**config.mk**
```make
export PLATFORM = sky130hd
export DESIGN_NAME = led_display_update_formatter_flat
export DESIGN_NICKNAME = d
export VERILOG_FILES = /design/src/ldf_pkg.sv /design/src/ldf_in_if.sv /design/src/ldf_out_if.sv /design/src/ldf_front.sv /design/src/ldf_fifo.sv /design/src/ldf_back.sv /design/src/led_display_update_formatter.sv /design/src/flat_wrapper.sv
export SDC_FILE = /design/constraint.sdc
export NUM_CORES = 1
export LEC_CHECK = 0
export ABC_AREA = 1
export BUFFER_PORTS_ARGS = -buffer_cell sky130_fd_sc_hd__buf_2
export CAP_MARGIN = 20
export CORE_MARGIN = 3
export CORE_UTILIZATION = 49
export CTS_BUF_LIST = sky130_fd_sc_hd__clkbuf_8
export DETAILED_ROUTE_END_ITERATION = 10
export PLACE_DENSITY = 0.71
export RECOVER_POWER = 25
export SLEW_MARGIN = 0
export SYNTH_ARGS = -nofsm -noshare
export SYNTH_HDL_FRONTEND = slang
export SYNTH_HIERARCHICAL = 1
export SYNTH_SLANG_ARGS = --single-unit
```
**constraint.sdc**
```tcl
create_clock -name clk_i -period 5.2 [get_ports clk_i]
set_input_delay 0.78 -clock clk_i [delete_from_list [all_inputs] [get_ports clk_i]]
set_output_delay 0.78 -clock clk_i [all_outputs]
set_load 0.05 [all_outputs]
```
**src/ldf_pkg.sv**
```systemverilog
// Shared types and constants of the LED display update formatter.
package ldf_pkg;

  // Display controller register addresses
  localparam logic [3:0] REG_DECODE = 4'd9;
  localparam logic [3:0] REG_DIGIT0 = 4'd1;
  localparam logic [3:0] REG_DIGIT1 = 4'd2;
  localparam logic [3:0] REG_DIGIT2 = 4'd3;
  localparam logic [3:0] REG_DIGIT3 = 4'd4;

  // Decode-mode masks
  localparam logic [7:0] DECODE_DIGITS = 8'h07;
  localparam logic [7:0] DECODE_NONE   = 8'h00;

  // Raw segment glyphs
  localparam logic [7:0] GLYPH_P     = 8'h67;
  localparam logic [7:0] GLYPH_C     = 8'h4E;
  localparam logic [7:0] GLYPH_A     = 8'h77;
  localparam logic [7:0] GLYPH_L     = 8'h0E;
  localparam logic [7:0] GLYPH_O     = 8'h7E;
  localparam logic [7:0] GLYPH_F     = 8'h47;
  localparam logic [7:0] GLYPH_BLANK = 8'h00;

  // Position of a write within one update
  typedef logic [2:0] ldf_slot_t;
  localparam ldf_slot_t SLOT_DECODE = 3'd0;
  localparam ldf_slot_t SLOT_D0     = 3'd1;
  localparam ldf_slot_t SLOT_D1     = 3'd2;
  localparam ldf_slot_t SLOT_D2     = 3'd3;
  localparam ldf_slot_t SLOT_D3     = 3'd4;

  // One queued update: decode mode plus the four digit bytes
  typedef struct packed {
    logic       bcd;
    logic [7:0] d0;
    logic [7:0] d1;
    logic [7:0] d2;
    logic [7:0] d3;
  } ldf_entry_t;

  // Queue status seen by both sides
  typedef struct packed {
    logic full;
    logic empty;
  } ldf_q_stat_t;

endpackage

```
**src/ldf_in_if.sv**
```systemverilog
// Input item channel: time, azimuths and mode flags.
interface ldf_in_if;
  logic        valid;
  logic        ready;
  logic [31:0] now_ms;
  logic [9:0]  azimuth;
  logic [9:0]  preset_azimuth;
  logic        show_preset;
  logic        ccw_cal;
  logic        cw_cal;

  modport source (
    output valid, now_ms, azimuth, preset_azimuth, show_preset, ccw_cal, cw_cal,
    input  ready
  );
  modport sink (
    input  valid, now_ms, azimuth, preset_azimuth, show_preset, ccw_cal, cw_cal,
    output ready
  );
endinterface

```
**src/ldf_out_if.sv**
```systemverilog
// Output item channel: one display controller register write.
interface ldf_out_if;
  logic       valid;
  logic       ready;
  logic [3:0] reg_addr;
  logic [7:0] reg_data;
  logic       last_write;

  modport source (
    output valid, reg_addr, reg_data, last_write,
    input  ready
  );
  modport sink (
    input  valid, reg_addr, reg_data, last_write,
    output ready
  );
endinterface

```
**src/ldf_front.sv**
```systemverilog
// Front end: interval gate, mode selection and BCD split into a queue entry.
module ldf_front (
  input  logic               clk_i,
  input  logic               rst_ni,
  input  logic [15:0]        interval_i,
  ldf_in_if.sink             in_i,
  input  ldf_pkg::ldf_q_stat_t q_stat_i,
  output logic               q_push_o,
  output ldf_pkg::ldf_entry_t q_data_o
);
  import ldf_pkg::*;

  logic [31:0] last_q, last_d;
  logic [31:0] elapsed;
  logic        accept;
  logic        due;
  logic [9:0]  value;
  logic [17:0] m10;
  logic [15:0] m100;
  logic [6:0]  q10;
  logic [3:0]  q100;
  logic [3:0]  hund;
  logic [6:0]  tens_w;
  logic [9:0]  ones_w;

  assign in_i.ready = ~q_stat_i.full;
  assign accept     = in_i.valid & in_i.ready;
  assign elapsed    = in_i.now_ms - last_q;
  assign due        = elapsed >= {16'd0, interval_i};
  assign q_push_o   = accept & due;
  assign last_d     = q_push_o ? in_i.now_ms : last_q;

  always_ff @(posedge clk_i or negedge rst_ni) begin
    if (!rst_ni) begin
      last_q <= 32'd0;
    end else begin
      last_q <= last_d;
    end
  end

  // Reciprocal division: x*205>>11 = x/10 and x*41>>12 = x/100 for x below 1024
  assign value  = in_i.show_preset ? in_i.preset_azimuth : in_i.azimuth;
  assign m10    = 18'(value) * 18'd205;
  assign m100   = 16'(value) * 16'd41;
  assign q10    = m10[17:11];
  assign q100   = m100[15:12];
  assign hund   = (q100 >= 4'd10) ? q100 - 4'd10 : q100;
  assign tens_w = q10 - 7'(q100) * 7'd10;
  assign ones_w = value - 10'(q10) * 10'd10;

  always_comb begin
    q_data_o.bcd = 1'b1;
    q_data_o.d0  = {4'd0, hund};
    q_data_o.d1  = {4'd0, tens_w[3:0]};
    q_data_o.d2  = {4'd0, ones_w[3:0]};
    q_data_o.d3  = GLYPH_BLANK;
    if (in_i.show_preset) begin
      q_data_o.d3 = GLYPH_P;
    end else if (in_i.ccw_cal || in_i.cw_cal) begin
      q_data_o.bcd = 1'b0;
      q_data_o.d0  = GLYPH_C;
      q_data_o.d1  = GLYPH_A;
      q_data_o.d2  = GLYPH_L;
      q_data_o.d3  = in_i.ccw_cal ? GLYPH_O : GLYPH_F;
    end
  end

  a_push_has_room: assert property (@(posedge clk_i) disable iff (!rst_ni)
    q_push_o |-> !q_stat_i.full)
    else $error("front pushed into a full queue");

  a_time_kept: assert property (@(posedge clk_i) disable iff (!rst_ni)
    q_push_o |=> last_q == $past(in_i.now_ms))
    else $error("update time not stored");

  a_gate_holds: assert property (@(posedge clk_i) disable iff (!rst_ni)
    (accept && !due) |=> $stable(last_q))
    else $error("update time changed on a gated item");

endmodule

```
**src/ldf_fifo.sv**
```systemverilog
// Short queue of pending updates between front and back.
module ldf_fifo #(
  parameter int unsigned Depth = 2
) (
  input  logic                 clk_i,
  input  logic                 rst_ni,
  input  logic                 push_i,
  input  ldf_pkg::ldf_entry_t  data_i,
  input  logic                 pop_i,
  output ldf_pkg::ldf_entry_t  data_o,
  output ldf_pkg::ldf_q_stat_t stat_o
);
  import ldf_pkg::*;

  localparam int unsigned PtrW = (Depth > 1) ? $clog2(Depth) : 1;
  localparam int unsigned CntW = $clog2(Depth + 1);
  localparam logic [PtrW-1:0] LastPtr = PtrW'(Depth - 1);

  ldf_entry_t            mem_q [Depth];
  logic [PtrW-1:0]       wr_q, wr_d, rd_q, rd_d;
  logic [CntW-1:0]       cnt_q, cnt_d;

  assign stat_o.full  = cnt_q == CntW'(Depth);
  assign stat_o.empty = cnt_q == '0;
  assign data_o       = mem_q[rd_q];

  always_comb begin
    wr_d  = wr_q;
    rd_d  = rd_q;
    cnt_d = cnt_q;
    if (push_i) begin
      wr_d = (wr_q == LastPtr) ? '0 : wr_q + 1'b1;
    end
    if (pop_i) begin
      rd_d = (rd_q == LastPtr) ? '0 : rd_q + 1'b1;
    end
    if (push_i && !pop_i) begin
      cnt_d = cnt_q + 1'b1;
    end else if (pop_i && !push_i) begin
      cnt_d = cnt_q - 1'b1;
    end
  end

  always_ff @(posedge clk_i or negedge rst_ni) begin
    if (!rst_ni) begin
      wr_q  <= '0;
      rd_q  <= '0;
      cnt_q <= '0;
    end else begin
      wr_q  <= wr_d;
      rd_q  <= rd_d;
      cnt_q <= cnt_d;
    end
  end

  always_ff @(posedge clk_i) begin
    if (push_i) begin
      mem_q[wr_q] <= data_i;
    end
  end

  a_no_overflow: assert property (@(posedge clk_i) disable iff (!rst_ni)
    push_i |-> !stat_o.full)
    else $error("queue overflow");

  a_no_underflow: assert property (@(posedge clk_i) disable iff (!rst_ni)
    pop_i |-> !stat_o.empty)
    else $error("queue underflow");

  a_count_bound: assert property (@(posedge clk_i) disable iff (!rst_ni)
    cnt_q <= CntW'(Depth))
    else $error("queue count out of range");

endmodule

```
**src/ldf_back.sv**
```systemverilog
// Back end: walks a queued update out as five register writes.
module ldf_back (
  input  logic                 clk_i,
  input  logic                 rst_ni,
  input  ldf_pkg::ldf_q_stat_t q_stat_i,
  input  ldf_pkg::ldf_entry_t  q_data_i,
  output logic                 q_pop_o,
  ldf_out_if.source            out_o
);
  import ldf_pkg::*;

  ldf_slot_t  slot_q, slot_d;
  logic       valid_q, valid_d;
  logic [3:0] addr_q, addr_d;
  logic [7:0] data_q, data_d;
  logic       last_q, last_d;
  logic       load;
  logic       emit;

  // Output register frees when empty or being taken
  assign load    = ~valid_q | out_o.ready;
  assign emit    = load & ~q_stat_i.empty;
  assign q_pop_o = emit & (slot_q == SLOT_D3);

  always_comb begin
    addr_d = REG_DECODE;
    data_d = DECODE_NONE;
    last_d = 1'b0;
    unique case (slot_q)
      SLOT_DECODE: begin
        addr_d = REG_DECODE;
        data_d = q_data_i.bcd ? DECODE_DIGITS : DECODE_NONE;
      end
      SLOT_D0: begin
        addr_d = REG_DIGIT0;
        data_d = q_data_i.d0;
      end
      SLOT_D1: begin
        addr_d = REG_DIGIT1;
        data_d = q_data_i.d1;
      end
      SLOT_D2: begin
        addr_d = REG_DIGIT2;
        data_d = q_data_i.d2;
      end
      SLOT_D3: begin
        addr_d = REG_DIGIT3;
        data_d = q_data_i.d3;
        last_d = 1'b1;
      end
      default: begin
        addr_d = REG_DECODE;
        data_d = DECODE_NONE;
      end
    endcase
  end

  always_comb begin
    slot_d = slot_q;
    if (emit) begin
      slot_d = (slot_q == SLOT_D3) ? SLOT_DECODE : slot_q + 1'b1;
    end
  end

  assign valid_d = emit | (valid_q & ~out_o.ready);

  always_ff @(posedge clk_i or negedge rst_ni) begin
    if (!rst_ni) begin
      slot_q  <= SLOT_DECODE;
      valid_q <= 1'b0;
    end else begin
      slot_q  <= slot_d;
      valid_q <= valid_d;
    end
  end

  always_ff @(posedge clk_i) begin
    if (emit) begin
      addr_q <= addr_d;
      data_q <= data_d;
      last_q <= last_d;
    end
  end

  assign out_o.valid      = valid_q;
  assign out_o.reg_addr   = addr_q;
  assign out_o.reg_data   = data_q;
  assign out_o.last_write = last_q;

  a_slot_range: assert property (@(posedge clk_i) disable iff (!rst_ni)
    slot_q <= SLOT_D3)
    else $error("write slot out of range");

  a_last_is_digit3: assert property (@(posedge clk_i) disable iff (!rst_ni)
    (valid_q && last_q) |-> addr_q == REG_DIGIT3)
    else $error("last write flagged on wrong register");

  a_update_opens: assert property (@(posedge clk_i) disable iff (!rst_ni)
    (emit && slot_q == SLOT_DECODE) |=> (valid_q && addr_q == REG_DECODE))
    else $error("update did not open with decode-mode write");

endmodule

```
**src/led_display_update_formatter.sv**
```systemverilog
// Top level of the LED display update formatter: config register and front/queue/back.
//
//   channel | dir | handshake          | payload
//   --------+-----+--------------------+-------------------------------------------------
//   in_i    | in  | valid/ready        | now_ms, azimuth, preset_azimuth, flags
//   out_o   | out | valid/ready        | reg_addr, reg_data, last_write
//   apb     | in  | psel/penable/pready| paddr[2:0], pwdata -> update_interval_ms
//
// An item is taken every cycle while the queue has room; a gated item leaves no trace.
// An item that is due produces five writes, one per cycle from the back end's
// output register while out_o is ready.
// Reset: interval 250 ms, last update time 0, queue and output empty.
// The input stalls only when the queue is full; the output stalls hold the write shown.
module led_display_update_formatter #(
  parameter int unsigned QueueDepth = 2
) (
  input  logic        clk_i,
  input  logic        rst_ni,
  ldf_in_if.sink      in_i,
  ldf_out_if.source   out_o,
  input  logic        psel,
  input  logic        penable,
  input  logic        pwrite,
  input  logic [2:0]  paddr,
  input  logic [31:0] pwdata,
  output logic [31:0] prdata,
  output logic        pready
);
  import ldf_pkg::*;

  localparam logic       REG_IDX_INTERVAL = 1'b0;
  localparam logic [15:0] INTERVAL_RESET  = 16'd250;

  logic [15:0]  interval_q, interval_d;
  logic         cfg_wr;
  logic         q_push;
  logic         q_pop;
  ldf_entry_t   q_wdata;
  ldf_entry_t   q_rdata;
  ldf_q_stat_t  q_stat;

  assign pready     = 1'b1;
  assign cfg_wr     = psel & penable & pwrite & pready;
  assign interval_d = (cfg_wr && paddr[2] == REG_IDX_INTERVAL) ? pwdata[15:0] : interval_q;
  assign prdata     = (paddr[2] == REG_IDX_INTERVAL) ? {16'd0, interval_q} : 32'd0;

  always_ff @(posedge clk_i or negedge rst_ni) begin
    if (!rst_ni) begin
      interval_q <= INTERVAL_RESET;
    end else begin
      interval_q <= interval_d;
    end
  end

  ldf_front u_front (
    .clk_i      (clk_i),
    .rst_ni     (rst_ni),
    .interval_i (interval_q),
    .in_i       (in_i),
    .q_stat_i   (q_stat),
    .q_push_o   (q_push),
    .q_data_o   (q_wdata)
  );

  ldf_fifo #(
    .Depth (QueueDepth)
  ) u_fifo (
    .clk_i  (clk_i),
    .rst_ni (rst_ni),
    .push_i (q_push),
    .data_i (q_wdata),
    .pop_i  (q_pop),
    .data_o (q_rdata),
    .stat_o (q_stat)
  );

  ldf_back u_back (
    .clk_i    (clk_i),
    .rst_ni   (rst_ni),
    .q_stat_i (q_stat),
    .q_data_i (q_rdata),
    .q_pop_o  (q_pop),
    .out_o    (out_o)
  );

endmodule

```
**src/flat_wrapper.sv**
```systemverilog
// flat-port wrapper written by rule: the top's interface ports become plain ports
module led_display_update_formatter_flat import ldf_pkg::*;
#(
  parameter int unsigned QueueDepth = 2
)
  (clk_i, rst_ni, psel, penable, pwrite, paddr, pwdata, prdata, pready, in_i_valid, in_i_now_ms, in_i_azimuth, in_i_preset_azimuth, in_i_show_preset, in_i_ccw_cal, in_i_cw_cal, in_i_ready, out_o_valid, out_o_reg_addr, out_o_reg_data, out_o_last_write, out_o_ready);
  ldf_in_if in_i_i ();
  ldf_out_if out_o_i ();
  input  logic clk_i;
  input  logic rst_ni;
  input  logic psel;
  input  logic penable;
  input  logic pwrite;
  input  logic [2:0] paddr;
  input  logic [31:0] pwdata;
  output logic [31:0] prdata;
  output logic pready;
  input wire logic [$bits(in_i_i.valid)-1:0] in_i_valid;
  input wire logic [$bits(in_i_i.now_ms)-1:0] in_i_now_ms;
  input wire logic [$bits(in_i_i.azimuth)-1:0] in_i_azimuth;
  input wire logic [$bits(in_i_i.preset_azimuth)-1:0] in_i_preset_azimuth;
  input wire logic [$bits(in_i_i.show_preset)-1:0] in_i_show_preset;
  input wire logic [$bits(in_i_i.ccw_cal)-1:0] in_i_ccw_cal;
  input wire logic [$bits(in_i_i.cw_cal)-1:0] in_i_cw_cal;
  output wire logic [$bits(in_i_i.ready)-1:0] in_i_ready;
  output wire logic [$bits(out_o_i.valid)-1:0] out_o_valid;
  output wire logic [$bits(out_o_i.reg_addr)-1:0] out_o_reg_addr;
  output wire logic [$bits(out_o_i.reg_data)-1:0] out_o_reg_data;
  output wire logic [$bits(out_o_i.last_write)-1:0] out_o_last_write;
  input wire logic [$bits(out_o_i.ready)-1:0] out_o_ready;
  assign in_i_i.valid = in_i_valid;
  assign in_i_i.now_ms = in_i_now_ms;
  assign in_i_i.azimuth = in_i_azimuth;
  assign in_i_i.preset_azimuth = in_i_preset_azimuth;
  assign in_i_i.show_preset = in_i_show_preset;
  assign in_i_i.ccw_cal = in_i_ccw_cal;
  assign in_i_i.cw_cal = in_i_cw_cal;
  assign in_i_ready = in_i_i.ready;
  assign out_o_valid = out_o_i.valid;
  assign out_o_reg_addr = out_o_i.reg_addr;
  assign out_o_reg_data = out_o_i.reg_data;
  assign out_o_last_write = out_o_i.last_write;
  assign out_o_i.ready = out_o_ready;
  led_display_update_formatter #(.QueueDepth(QueueDepth)) u_core (.clk_i(clk_i), .rst_ni(rst_ni), .in_i(in_i_i), .out_o(out_o_i), .psel(psel), .penable(penable), .pwrite(pwrite), .paddr(paddr), .pwdata(pwdata), .prdata(prdata), .pready(pready));
endmodule
```
Yosys cells after proc, flatten, opt, wreduce, memory -nomap -nowiden

Memories as Yosys holds them, arrays and structs flattened.
Cells that the tools add are included.

Add/sub/neg operators: 9
Multiply operators: 4
Magnitude comparators: 2
Equal/unequal tests: 5
Multiplexer cells: 18
Bitwise operators: 14
Reduce and logical (&&, ||, !) cells: 9

Operator list:

| kind                                                 | number |
|---|---|
| one-hot mux 8 bit (5 select lines)                   | 1 |
| two-way mux 33 bit                                   | 1 |
| >= comparator 32 x 16 -> 1 bit                       | 1 |
| subtractor 32 bit                                    | 1 |
| two-way mux 25 bit                                   | 1 |
| multiplier 10 x 8 -> 18 bit (second input constant)  | 1 |
| multiplier 10 x 6 -> 16 bit (second input constant)  | 1 |
| two-way mux 16 bit                                   | 1 |
| one-hot mux 4 bit (4 select lines)                   | 1 |
| two-way mux 10 bit                                   | 1 |
| two-way mux 8 bit                                    | 1 |
| subtractor 4 bit                                     | 2 |
| bitwise AND 1 bit                                    | 7 |
| multiplier 7 x 3 -> 3 bit (second input constant)    | 1 |
| equality test 3 x 2 -> 1 bit (second input constant) | 2 |
| two-way mux 3 bit                                    | 2 |
| two-way mux 6 bit                                    | 1 |
| two-way mux 1 bit                                    | 5 |
| NOT 1 bit                                            | 5 |
| >= comparator 4 bit (second input constant)          | 1 |
| multiplier 4 x 3 -> 3 bit (second input constant)    | 1 |
| two-way mux 2 bit                                    | 2 |
| two-way mux 4 bit                                    | 1 |
| subtractor 4 bit (second input constant)             | 1 |
| other kinds (14)                                     | 19 |

Register bits after elaboration: 69
RAM bits: 66
Bits of input ports: 97
Output and inout port bits: 48
Logic and storage cells: 72
Memories kept: 1

Memory list:

| memory              | depth | width | rd ports | clocked after Yosys merged registers in | write ports | RTL line       | RTL |
|---|---|---|---|---|---|---|---|
| u_core.u_fifo.mem_q | 2     | 33    | 1        | 0                                       | 1           | ldf_fifo.sv:19 | `ldf_entry_t mem_q [Depth];` |

Logic depth before layout (Yosys ltp)

Gate-level depths: netlist (run 1).

Word-level depth: 8
Mapped depth: 31
Mapped depth without buffers: 30

Cells and area by module

The synthesis (run 1) kept the hierarchy.

By module, submodules not included:

| module                       | times used | cells an instance | area each (sq um) | seq. area each (sq um) |
|---|---|---|---|---|
| ldf_front                    | 1          | 1157              | 7033.0            | 800.8 |
| ldf_fifo                     | 1          | 128               | 2740.1            | 2082.0 |
| ldf_back                     | 1          | 123               | 945.9             | 460.4 |
| led_display_update_formatter | 1          | 125               | 945.9             | 407.9 |

Worst setup path before layout (run 1)

OpenSTA, ideal clock, no wires.

Path type: in2reg
From: input in_i_show_preset
To: memory u_core/u_fifo/mem_q[0][19] (netlist name) (data pin)
Setup time: 265 ps
Arrival time: 5463 ps
Data required time: 4935 ps
Slack: -528 ps
Stages: 25
Buffers on the path: 1
Cell sequence: inv_1 -> clkbuf_1 -> or2_2 -> o21ai_0 -> inv_1 -> ha_1 -> inv_1 -> fa_1 -> inv_1 -> fa_1 -> inv_1 -> fa_1 -> inv_1 -> ha_1 -> a21oi_1 -> nand2_1 -> a21oi_1 -> nand2_1 -> nand3_1 -> inv_1 -> fa_1 -> xor3_1 -> inv_1 -> nand2_1 -> a21oi_1

RTL lines:

| item               | RTL line           | RTL |
|---|---|---|
| start: declaration | flat_wrapper.sv:22 | `input wire logic [$bits(in_i_i.show_preset)-1:0] in_i_show_preset;` |
| end: declaration   | ldf_fifo.sv:19     |  |

==> results of run 1 <==
-- critical path: cells and delay by family --
kind            cells  cell delay, ns
compound gates      4            0.52
fa+ha+maj           6            2.20
xor+xnor            1            0.15
simple gates        7            1.05
buf+inv             7            0.43
-- cell type report --
type / instances / area share [%]
Multi-Input combinational cell: 1063 / 49.3
Sequential cell: 134 / 28.5
Inverter: 304 / 8.67
Timing Repair Buffer: 159 / 7.16
Tap cell: 313 / 2.98
Clock buffer: 17 / 1.78
Clock inverter: 15 / 1.53
-- cell usage after synthesis (2+ instances only) --
library cell / instances / area share [%]
nand4_1: 13 / 0.70
a21oi_1: 44 / 1.9
nor2_1: 100 / 3.2
ha_1: 127 / 14
dfstp_2: 6 / 1.4
o21ai_0: 18 / 0.77
nand3b_1: 4 / 0.26
inv_1: 298 / 9.6
nor3_1: 9 / 0.39
edfxtp_1: 78 / 20
buf_12: 3 / 0.51
xnor2_1: 4 / 0.30
clkbuf_1: 5 / 0.16
nand2_4: 2 / 0.19
mux2_2: 4 / 0.39
nand2_2: 15 / 0.80
buf_6: 5 / 0.48
nand2_1: 489 / 16
xor2_1: 21 / 1.6
mux2_4: 29 / 3.7
buf_2: 6 / 0.26
nor2_2: 8 / 0.43
a31oi_1: 2 / 0.11
inv_2: 6 / 0.19
nand3_2: 2 / 0.17
conb_1: 3 / 0.097
and3_1: 2 / 0.11
nand3_1: 103 / 4.4
buf_4: 35 / 2.3
or2_2: 6 / 0.32
dfrtp_1: 50 / 11
fa_1: 22 / 3.8
a21o_1: 2 / 0.13
-- per-stage QoR --
stage	instance area (sq um)	util (%)
after CTS	13200	57.2
after detailed placement	12700	55.3
final	13200	57.2
after floorplan	11800	-
after global routing	13200	57.2
after global placement	12700	55.3
-- worst max path at each step --
stage,slack [ns],cells after the start,to,startpoint
final,0.25,25,u_core/u_fifo/mem_q[1][10],in_i_show_preset
after detailed placement,-0.28,25,u_core/u_fifo/mem_q[0][10],in_i_show_preset
after global routing,0.02,25,u_core/u_fifo/mem_q[1][19],in_i_show_preset
after floorplan,0.004,25,u_core/u_fifo/mem_q[0][19],in_i_show_preset
after global placement,-0.22,26,u_core/u_fifo/mem_q[1][19],in_i_show_preset
after CTS,0.22,25,u_core/u_fifo/mem_q[0][10],in_i_show_preset
-- registers in the layout, indices dropped and copies added (netlist names) --
name and count:
u_core/u_fifo/rd_q 1, u_core/interval_q 16, u_core/u_front/last_q 32, u_core/u_back/out_o.reg_addr 4
u_core/u_back/out_o.reg_data 8, u_core/u_fifo/wr_q 1, u_core/u_fifo/cnt_q 2, u_core/u_back/out_o.valid 1
u_core/u_fifo/mem_q 66, u_core/u_back/slot_q 3
-- timing repair --
action	in CTS	in global routing
resized for setup	0	3
setup buffers	0	0
endpoints found under the setup margin	0	4
-- per-layer routing --
metal	global-route usage, %	share of wire [%]
met5	0	0
met2	37.2	51
met1	25.4	43
met4	6.27	2.0
met3	3.51	4.0
-- power breakdown --
group,total (W),switching (W),internal [W]
clock network,0.000974,0.000517,0.000458
logic,0.00447,0.00273,0.00174
registers,0.00182,0.000219,0.00160
-- cell families (layout without fill, tap and decap cells) --
group | Yosys count | count (layout) | share of synthesized area [%]
DFF | 134 | 134 | 32.2
buffers and inverters | 359 | 495 | 13.6
and+or+nand+nor | 758 | 758 | 27.3
other | 3 | 26 | 0.0965
adders and majority gates | 149 | 149 | 17.4
AOI/OAI and AO/OA | 71 | 71 | 3.25
muxes | 33 | 33 | 4.12
xor gates and xnor gates | 26 | 26 | 2.08
==> summary.txt, run 1 <==
Status
  • Status: finished with violations
  • Failing checks: capacitance limit, slew limit

STA
  • Ratio of final minimum period to clock period: between 90% and 100%
  • FMAX: ~200 MHz
  • Tightest Pin Transition: between 3 and 4 ns
  • Final setup margin: roughly 0.25 ns
  • Fin Hold WS: 0.477 ns
  • Final TNS setup: 0 ns
  • RSZ-0062 raised after global routing: false
  • Min Tclk post-route: 4.95 ns
  • Hold Fails Final Rpt: 0
  • Final Skew: approximately 0.026 ns
  • Final setup vio count: 0
  • Max-slew headroom: -104%
  • Slew Viols, Final: 57

Cells and area
  • Share of layout cells above drive strength 1: 17.3%
  • Most frequent cells in the layout: nand2_1 (488), inv_1 (295), ha_1 (124)
  • Ant diodes: 0
  • Multi-input logic area: roughly 6500 sq um
  • Area Overhead vs Synth: 12.8%
  • Most common cell after layout, fill and taps aside: nand2_1
  • Nets@finish: 1925
  • Non-Filler Instances: about 2000
  • Fillers: between 2000 and 2500
  • Reg area: 3750 sq um

Placed design
  • Gpl congestion: around 0.91
  • Placed cells: approximately 2000
  • Hpwl dp: approximately 20000 um
  • Number of port buffers: 109
  • Setup slack at placement: -0.275 ns

Clock network
  • TritonCTS Buffers: 17
  • CTS Root Cell: clkbuf_8
  • Clk pin slew, worst setup/hold paths: 0.09 ns
  • CTS sink cnt: approximately 130
  • Htree depth: 4
  • Worst skew pair latency: between 0.4 and 0.5 ns
  • Hold-fix buffers, CTS: 0
  • CTS max path bufs: 2
  • CTS tree: yes

Logic synthesis
  • Yosys reg bits: ~130
  • Seq/Total Area, Yosys: 32.2%
  • FFs w/ async S/R, synth: between 40% and 50%
  • Post-synthesis cell type count: 45
  • Post-synth EDFFs: around 80
  • Main synth FF type: edfxtp_1
  • Syn_area_per_cell: between 7 and 8 sq um
  • Mapped cell area: 11700 sq um
  • Mapped Cells: ~1500
  • Synth Warn #: 6

Critical path
  • Worst Path Required: about 5.4 ns
  • Largest stage delay, worst path: between 0.5 and 0.6 ns
  • RR Startpoint: u_core/u_front/last_q[0]
  • Setup crit start kind: primary input
  • FF-to-FF setup slack: 1.46 ns
  • Crit-path max FO: 6
  • Slowest-stage cell, CP: fa_1
  • Arrival @ worst endpoint: slightly above 5 ns
  • Critical path type: primary input to flop
  • R2r worst-path depth: 26
  • RR Endpoint: u_core/u_fifo/cnt_q[1]
  • Worst setup EP type: flop

Floorplan
  • Core ar.: about 23000 sq um
  • Starting density of the core: between 50% and 60%
  • Die Height: ~160 um
  • IO Count: ~150
  • DIE WIDTH: ~160 um
  • Total die area: approximately 26000 sq um
  • FP Rows: 55

Routing
  • Initial DRC Count: 717
  • DR pass1 iterations: 5
  • Final Routed Wirelength: roughly 26000 um
  • DR vias/cell: just under 5
  • Via count: just under 10000
  • DR WL/cell: roughly 13 um
  • Post-route DRC: 0
  • Post-route ant nets: 0

Power and ir drop
  • VDD IR max: just under 0.3 mV
  • Total power: 0.00726 W
  • Static leakage: roughly 7.4 nW
  • Pwr/cell area: 552 nW/um^2

Global route
  • Remaining Overflow, GRT: 0
  • Number of antenna violations at the first check in global routing: 0
  • Largest net degree at the start of global routing: between 50 and 60
  • Total track usage: around 21%
  • First-pass GRT wire length: 44100 um
  • Vias in the first global route: about 9500

Min path
  • Worst Hold Class: flop to flop
  • Worst hold path depth: 2
  • WHS Endpoint: u_core/u_front/last_q[11]
  • Hold_sp: u_core/u_front/last_q[11]

Flow run
  • Max-cap violations: 1
(Power assumes the default switching activity.)
==> run 2, diff against run 1 <==
Clock period 5.2 ns to 5.7 ns, I/O delays scaled along.
==> run 2 against run 1 <==
- the run still ends with capacitance limit, slew limit left
- largest power group unchanged
- final cell count decreased by 0.80%
- final area fell by 1.9%
- critical endpoint is now u_core/u_fifo/mem_q[1][19]
- combinational power decreased by 13%
- clock-buffer cell count did not move
- via count fell by 1.2%
- register-to-register slack got worse by 0.13 ns
==> summary.txt, run 2 (same netlist as run 1, synthesis figures left out) <==
Critical path
  • RR Startpoint: u_core/u_front/last_q[0] (unchanged)
  • Arrival @ worst endpoint: 5.53 ns (was 5.15 ns)
  • Critical path type: primary input to flop (unchanged)
  • CP Buf/Inv Count: 8 (was 7)
  • Worst Setup EP: u_core/u_fifo/mem_q[1][19] (was u_core/u_fifo/mem_q[1][10])
  • R2r worst-path depth: 24 (was 26)
  • Crit. path cell count: 26 (was 25)
  • Slowest-stage cell, CP: fa_1 (unchanged)
  • Worst setup EP type: flop (unchanged)
  • FF-to-FF setup slack: 1.33 ns (was 1.46 ns)
  • Worst Path Required: 5.86 ns (was 5.41 ns)
  • Crit-path max FO: 6 (unchanged)
  • RR Endpoint: u_core/u_fifo/mem_q[0][11] (was u_core/u_fifo/cnt_q[1])
  • Largest stage delay, worst path: 0.54 ns (was 0.55 ns)
  • Family with the most delay on the worst path: adder cells (unchanged)
  • Setup crit start kind: primary input (unchanged)
  • Worst Setup SP: in_i_show_preset (unchanged)
  • CP most frequent cell: inv_1

Floorplan
  • Core ar.: 23000 sq um (unchanged)
  • FP Rows: 55 (unchanged)
  • Die Height: 160 um (unchanged)
  • Starting density of the core: 50.8% (unchanged)
  • DIE WIDTH: 160 um (unchanged)
  • Total die area: 25700 sq um (unchanged)
  • IO Count: 145 (unchanged)

Global route
  • Vias in the first global route: 9406 (was 9501)
  • Remaining Overflow, GRT: 0 (unchanged)
  • Total track usage: 20.1% (was 20.7%)
  • Largest net degree at the start of global routing: 57 (unchanged)
  • Number of antenna violations at the first check in global routing: 0 (unchanged)
  • First-pass GRT wire length: 43100 um (was 44100 um)

Placed design
  • Placed cells: 1956 (was 1973)
  • Number of port buffers: 109 (unchanged)
  • Gpl congestion: 0.950 (was 0.913)
  • Hpwl dp: 20300 um (about the same)

Cells and area
  • Ant diodes: 0 (unchanged)
  • Area Overhead vs Synth: 10.7% (was 12.8%)
  • Non-Filler Instances: 1989 (was 2005)
  • Most common cell after layout, fill and taps aside: nand2_1 (unchanged)
  • Largest register FFs: 66 (unchanged)
  • Biggest regs: u_core/u_fifo/mem_q: 66 flops, u_core/u_front/last_q: 32 flops, u_core/interval_q: 16 flops (unchanged)
  • Most frequent cells in the layout: nand2_1 (489), inv_1 (298), ha_1 (126) (was nand2_1 (488), inv_1 (295), ha_1 (124))
  • Most flop-heavy register: u_core/u_fifo/mem_q (unchanged)
  • Share of layout cells above drive strength 1: 15.8% (was 17.3%)
  • Fillers: 2163 (was 2200)
  • Nets@finish: 1909 (was 1925)

Clock network
  • TritonCTS Buffers: 17 (unchanged)
  • CTS max path bufs: 2 (unchanged)
  • Clk pin slew, worst setup/hold paths: 0.08 ns (was 0.09 ns)
  • CTS sink cnt: 134 (unchanged)
  • CTS Root Cell: clkbuf_8 (unchanged)
  • Htree depth: 4 (unchanged)
  • Hold-fix buffers, CTS: 0 (unchanged)
  • Worst skew pair latency: 0.44 ns (was 0.47 ns)
  • CTS tree: yes (unchanged)

STA
  • Max-slew headroom: -105% (was -104%)
  • Hold Fails Final Rpt: 0 (unchanged)
  • Slew Viols, Final: 57 (unchanged)
  • Ratio of final minimum period to clock period: between 90% and 100%
  • Final setup vio count: 0 (unchanged)
  • RSZ-0062 raised after global routing: false (unchanged)
  • Tightest Pin Transition: 3.08 ns (was 3.06 ns)
  • Min Tclk post-route: about 5.4 ns
  • Final Skew: 0.0187 ns (was 0.0264 ns)
  • Final TNS setup: 0 ns (unchanged)
  • FMAX: 186 MHz

Routing
  • DR WL/cell: 12.7 um (was 13.0 um)
  • DR vias/cell: 4.83 (was 4.85)
  • Post-route DRC: 0 (unchanged)
  • Via count: 9616 (was 9728)
  • Post-route ant nets: 0 (unchanged)
  • DR pass1 iterations: 5 (unchanged)
  • Final Routed Wirelength: 25300 um (was 26000 um)
  • Initial DRC Count: 600 (was 717)

Power and ir drop
  • Seq pwr share: 26.4% (was 25.0%)
  • Switching share of power: 48.2% (was 47.7%)
  • Clock power share: 12.1% (was 13.4%)
  • Combinational power share: 61.6% (was 61.5%)
  • Static leakage: 7.30 nW (was 7.42 nW)
  • VDD IR max: 0.202 mV (was 0.298 mV)
  • Pint: 0.00326 W (was 0.00380 W)
  • Net Switching: 0.00303 W (was 0.00346 W)
  • Pwr/cell area: 487 nW/um^2 (was 552 nW/um^2)
  • Total power: 0.00629 W (was 0.00726 W)

Status
  • Status: finished with violations (unchanged)
  • Failing checks: capacitance limit, slew limit (unchanged)

Flow run
  • Max-cap violations: 1 (unchanged)

Min path
  • Worst Hold Class: flop to flop (unchanged)
  • Hold_sp: u_core/u_front/last_q[19] (was u_core/u_front/last_q[11])
[run 2: changes by cell type in the layout (fill, tap and decap cells not counted), sizes merged]
cell and change:
buf -16, clkinvlp +2, inv -2, bufinv -2, clkinv +2
[run 2: cell type report]
type / count / area [sq um] / share of cell area [%]
Clock buffer: 17 / 234 / 1.81
Clock inverter: 15 / 139 / 1.08
Inverter: 304 / 1140 / 8.84
Multi-Input combinational cell: 1063 / 6450 / 50.0
Sequential cell: 134 / 3750 / 29.1
Tap cell: 313 / 392 / 3.03
Timing Repair Buffer: 143 / 801 / 6.20
[run 2: what timing repair did]
item                       in CTS  in global routing
gates resized for setup         0                  4
hold endpoints to repair        0                  0
buffers inserted                0                  1
setup endpoints to repair       0                  2
[run 2: per-layer routing]
metal | vias to the layer above | track usage, % | wire length (um) | share of wire [%]
met1 | 4404 | 24.6 | 11400 | 45
met3 | 28 | 2.84 | 857 | 3.4
li1 | 4983 | - | - | -
met4 | 0 | 5.52 | 439 | 1.7
met2 | 201 | 36.8 | 12600 | 50
met5 | - | 0 | 0 | 0
[run 2: per-stage QoR]
stage | setup slack, ns | hold slack, ns | cell area, sq um | utilization (%)
3_5_place_dp | -0.232 | 0.459 | 12500 | 54.5
6_report | 0.337 | 0.475 | 12900 | 56.2
3_3_place_gp | -0.122 | 0.453 | 12500 | 54.4
5_1_grt | 0.00986 | 0.496 | 12900 | 56.2
4_1_cts | 0.221 | 0.478 | 12900 | 56.1
2_1_floorplan | 0.0201 | 0.442 | 11800 | -
[run 2: worst min path at each step]
| stage | to | cells after the start |
|---|---|---|
| 2_1_floorplan | u_core/u_front/last_q[10] | 2 |
| 3_3_place_gp | u_core/u_front/last_q[19] | 2 |
| 3_5_place_dp | u_core/u_front/last_q[18] | 2 |
| 4_1_cts | u_core/u_front/last_q[18] | 2 |
| 5_1_grt | u_core/u_front/last_q[19] | 2 |
| 6_report | u_core/u_front/last_q[19] | 2 |
[run 2: tightest hold or removal path, stage by stage, from the launching register on]
cell     delay, ns
dfrtp_1       0.35
nand2_1       0.05
nand2_1       0.05
[run 2: power groups by stage]
stage	Clock [W]	Combinational, W	Sequential, W
global placement	0	0.00374	0.00167
floorplan	0	0.00291	0.00176
detailed placement	0	0.00386	0.00168
CTS	0.000781	0.00388	0.00166
finish	0.000760	0.00387	0.00166
global route	0.000823	0.00444	0.00170
==> run 3, diff against run 2 <==
Settings changed: CORE_UTILIZATION 49 to 40, PLACE_DENSITY 0.71 to 0.61.
==> run 3 against run 2 <==
- the flow still finishes with violations (capacitance limit, slew limit)
- hold slack improved by 0.00051 ns
- final area increased by 1.3%
- largest cell class unchanged
- final cell count increased by 3.4%
- worst setup slack got worse by 0.056 ns
- total power increased by 4.0%
==> summary.txt, run 3 (same netlist as run 1, synthesis figures left out) <==
Status
  • Status: finished with violations (unchanged)
  • Failing checks: capacitance limit, slew limit (unchanged)

Critical path
  • Critical path type: primary input to flop (unchanged)
  • RR Startpoint: u_core/u_front/last_q[0] (unchanged)
  • R2r worst-path depth: 26 (was 24)
  • Worst setup EP type: flop (unchanged)
  • Setup crit start kind: primary input (unchanged)
  • Worst Path Required: 5.89 ns (was 5.86 ns)
  • Crit-path max FO: 8 (was 6)
  • FF-to-FF setup slack: 1.62 ns (was 1.33 ns)
  • RR Endpoint: u_core/u_fifo/cnt_q[1] (was u_core/u_fifo/mem_q[0][11])
  • Arrival @ worst endpoint: 5.61 ns (was 5.53 ns)

Min path
  • WHS Endpoint: u_core/interval_q[7] (was u_core/u_front/last_q[19])
  • Worst Hold Class: flop to flop (unchanged)
  • Hold_sp: u_core/interval_q[7] (was u_core/u_front/last_q[19])
  • Worst hold path depth: 2 (unchanged)

Floorplan
  • Starting density of the core: 41.3% (was 50.8%)
  • DIE WIDTH: 177 um (was 160 um)
  • FP Rows: 61 (was 55)
  • Core ar.: 28200 sq um (was 23000 sq um)
  • Total die area: 31200 sq um (was 25700 sq um)
  • Die Height: 177 um (was 160 um)
  • IO Count: 145 (unchanged)

Clock network
  • Hold-fix buffers, CTS: 0 (unchanged)
  • CTS sink cnt: 134 (unchanged)
  • CTS tree: yes (unchanged)
  • Clk pin slew, worst setup/hold paths: 0.09 ns (was 0.08 ns)
  • CTS-repair resized insts: 0 (unchanged)
  • Htree depth: 4 (unchanged)
  • CTS max path bufs: 2 (unchanged)
  • TritonCTS Buffers: 17 (unchanged)
  • CTS Root Cell: clkbuf_8 (unchanged)
  • Post-CTS setup buffer count: 0 (unchanged)
  • Worst skew pair latency: 0.46 ns (was 0.44 ns)

Cells and area
  • Most frequent cells in the layout: nand2_1 (489), inv_1 (297), ha_1 (126) (was nand2_1 (489), inv_1 (298), ha_1 (126))
  • Biggest regs: u_core/u_fifo/mem_q: 66 flops, u_core/u_front/last_q: 32 flops, u_core/interval_q: 16 flops (unchanged)
  • Largest register FFs: 66 (unchanged)
  • Multi-input logic area: 6440 sq um (was 6450 sq um)
  • Area Overhead vs Synth: 12.1% (was 10.7%)
  • Most flop-heavy register: u_core/u_fifo/mem_q (unchanged)
  • Share of layout cells above drive strength 1: 15.9% (was 15.8%)
  • Fillers: 2868 (was 2163)
  • Nets@finish: 1910 (was 1909)
  • Final Core Density: 46.3% (was 56.2%)
  • Reg area: 3750 sq um (unchanged)
  • Most common cell after layout, fill and taps aside: nand2_1 (unchanged)

Global route
  • Number of antenna violations at the first check in global routing: 1 (was 0)
  • Global-route track usage on met3: 2.27% (was 2.84%)
  • Total track usage: 17.7% (was 20.1%)
  • First-pass GRT wire length: 44800 um (was 43100 um)
  • Remaining Overflow, GRT: 0 (unchanged)
  • Global routing usage on met1: 22.6% (was 24.6%)
  • Largest net degree at the start of global routing: 57 (unchanged)
  • GRT busiest layer: met2 (unchanged)
  • Vias in the first global route: 9404 (was 9406)
  • Met2 Use GR: 31.6% (was 36.8%)

Placed design
  • Number of port buffers: 109 (unchanged)
  • Hpwl dp: 21000 um (was 20300 um)
  • Gpl congestion: 0.929 (was 0.950)

Power and ir drop
  • VDD IR max: 0.198 mV (was 0.202 mV)
  • Static leakage: 7.34 nW (was 7.30 nW)
  • Pwr/cell area: 500 nW/um^2 (was 487 nW/um^2)
  • Total power: 0.00654 W (was 0.00629 W)

STA
  • Min Tclk post-route: 5.42 ns (was 5.36 ns)
  • Hold Fails Final Rpt: 0 (unchanged)
  • Ratio of final minimum period to clock period: 95.1% (was 94.1%)
  • FMAX: 185 MHz (was 186 MHz)
  • Slew Viols, Final: 57 (unchanged)
  • Tightest Pin Transition: 3.17 ns (was 3.08 ns)
  • Max-slew headroom: -111% (was -105%)
  • Final setup vio count: 0 (unchanged)
  • RSZ-0062 raised after global routing: false (unchanged)
  • Final Skew: 0.0228 ns (was 0.0187 ns)

Routing
  • Initial DRC Count: 566 (was 600)
  • Post-route DRC: 0 (unchanged)
  • Post-route ant nets: 0 (unchanged)
  • DR pass1 iterations: 5 (unchanged)
  • Via count: 9631 (was 9616)
  • Final Routed Wirelength: 27000 um (was 25300 um)
  • DR vias/cell: 4.68 (was 4.83)
  • DR WL/cell: 13.1 um (was 12.7 um)

Flow run
  • Max-cap violations: 1 (unchanged)
-- run 3: cell types whose count changed in the layout (fill, tap and decap cells not counted), sizes merged --
cell and delta:
clkinvlp -1, bufinv +2, buf +1, inv +3, diode +1, clkinv -4
-- run 3: how the worst max path moves through the flow --
stage,startpoint,to,slack [ns]
6_report,in_i_show_preset,u_core/u_fifo/mem_q[1][19],0.28
5_1_grt,in_i_show_preset,u_core/u_fifo/mem_q[0][19],0.003
4_1_cts,in_i_show_preset,u_core/u_fifo/mem_q[0][19],0.23
3_5_place_dp,in_i_show_preset,u_core/u_fifo/mem_q[0][19],-0.25
3_3_place_gp,in_i_show_preset,u_core/u_fifo/mem_q[0][19],-0.15
2_1_floorplan,in_i_show_preset,u_core/u_fifo/mem_q[0][19],0.02
-- run 3: per-stage QoR --
step,hold slack [ns],instance area [sq um],setup TNS (ns),setup WS [ns],instances
floorplan,0.442,11800,0,0.0201,1556
global placement,0.454,12600,-0.308,-0.154,2023
detailed placement,0.458,12600,-0.687,-0.251,2023
CTS,0.478,13100,0,0.226,2055
global route,0.495,13100,0,0.00309,2056
finish,0.475,13100,0,0.281,2056
-- run 3: layout make-up --
class | instances | share of cell area (%)
multi-input cells | 1063 | 49.3
flip-flops and latches | 134 | 28.7
inverters | 304 | 8.72
repair buffers | 144 | 6.34
well taps | 378 | 3.62
clock buffers | 17 | 1.79
clock inverters | 15 | 1.55
diodes | 1 | 0.0191
-- run 3: worst max-delay path, stage by stage --
cell     delay (ns)
buf_2          0.09
inv_1          0.09
or2_2          0.30
o21ai_2        0.07
inv_1          0.12
ha_1           0.31
inv_1          0.06
fa_1           0.52
inv_1          0.05
fa_1           0.53
inv_1          0.06
fa_1           0.54
inv_1          0.04
ha_1           0.34
a21oi_1        0.19
nand2_1        0.11
a21oi_2        0.14
nand2_1        0.08
nand3_1        0.11
inv_1          0.06
fa_1           0.36
xor3_1         0.40
inv_1          0.04
nand2_1        0.07
a21oi_2        0.05
-- run 3: power breakdown --
group          internal, W  leakage (nW)  switching [W]  total [W]
combinational      0.00152          5.73        0.00245    0.00396
sequential         0.00146          1.40       0.000200    0.00166
clock             0.000420         0.219       0.000499   0.000919
-- run 3: metal layers --
metal	vias up	wire [um]
li1	4973	-
met1	4437	12000
met2	195	13500
met3	26	1130
met4	0	357
met5	-	0
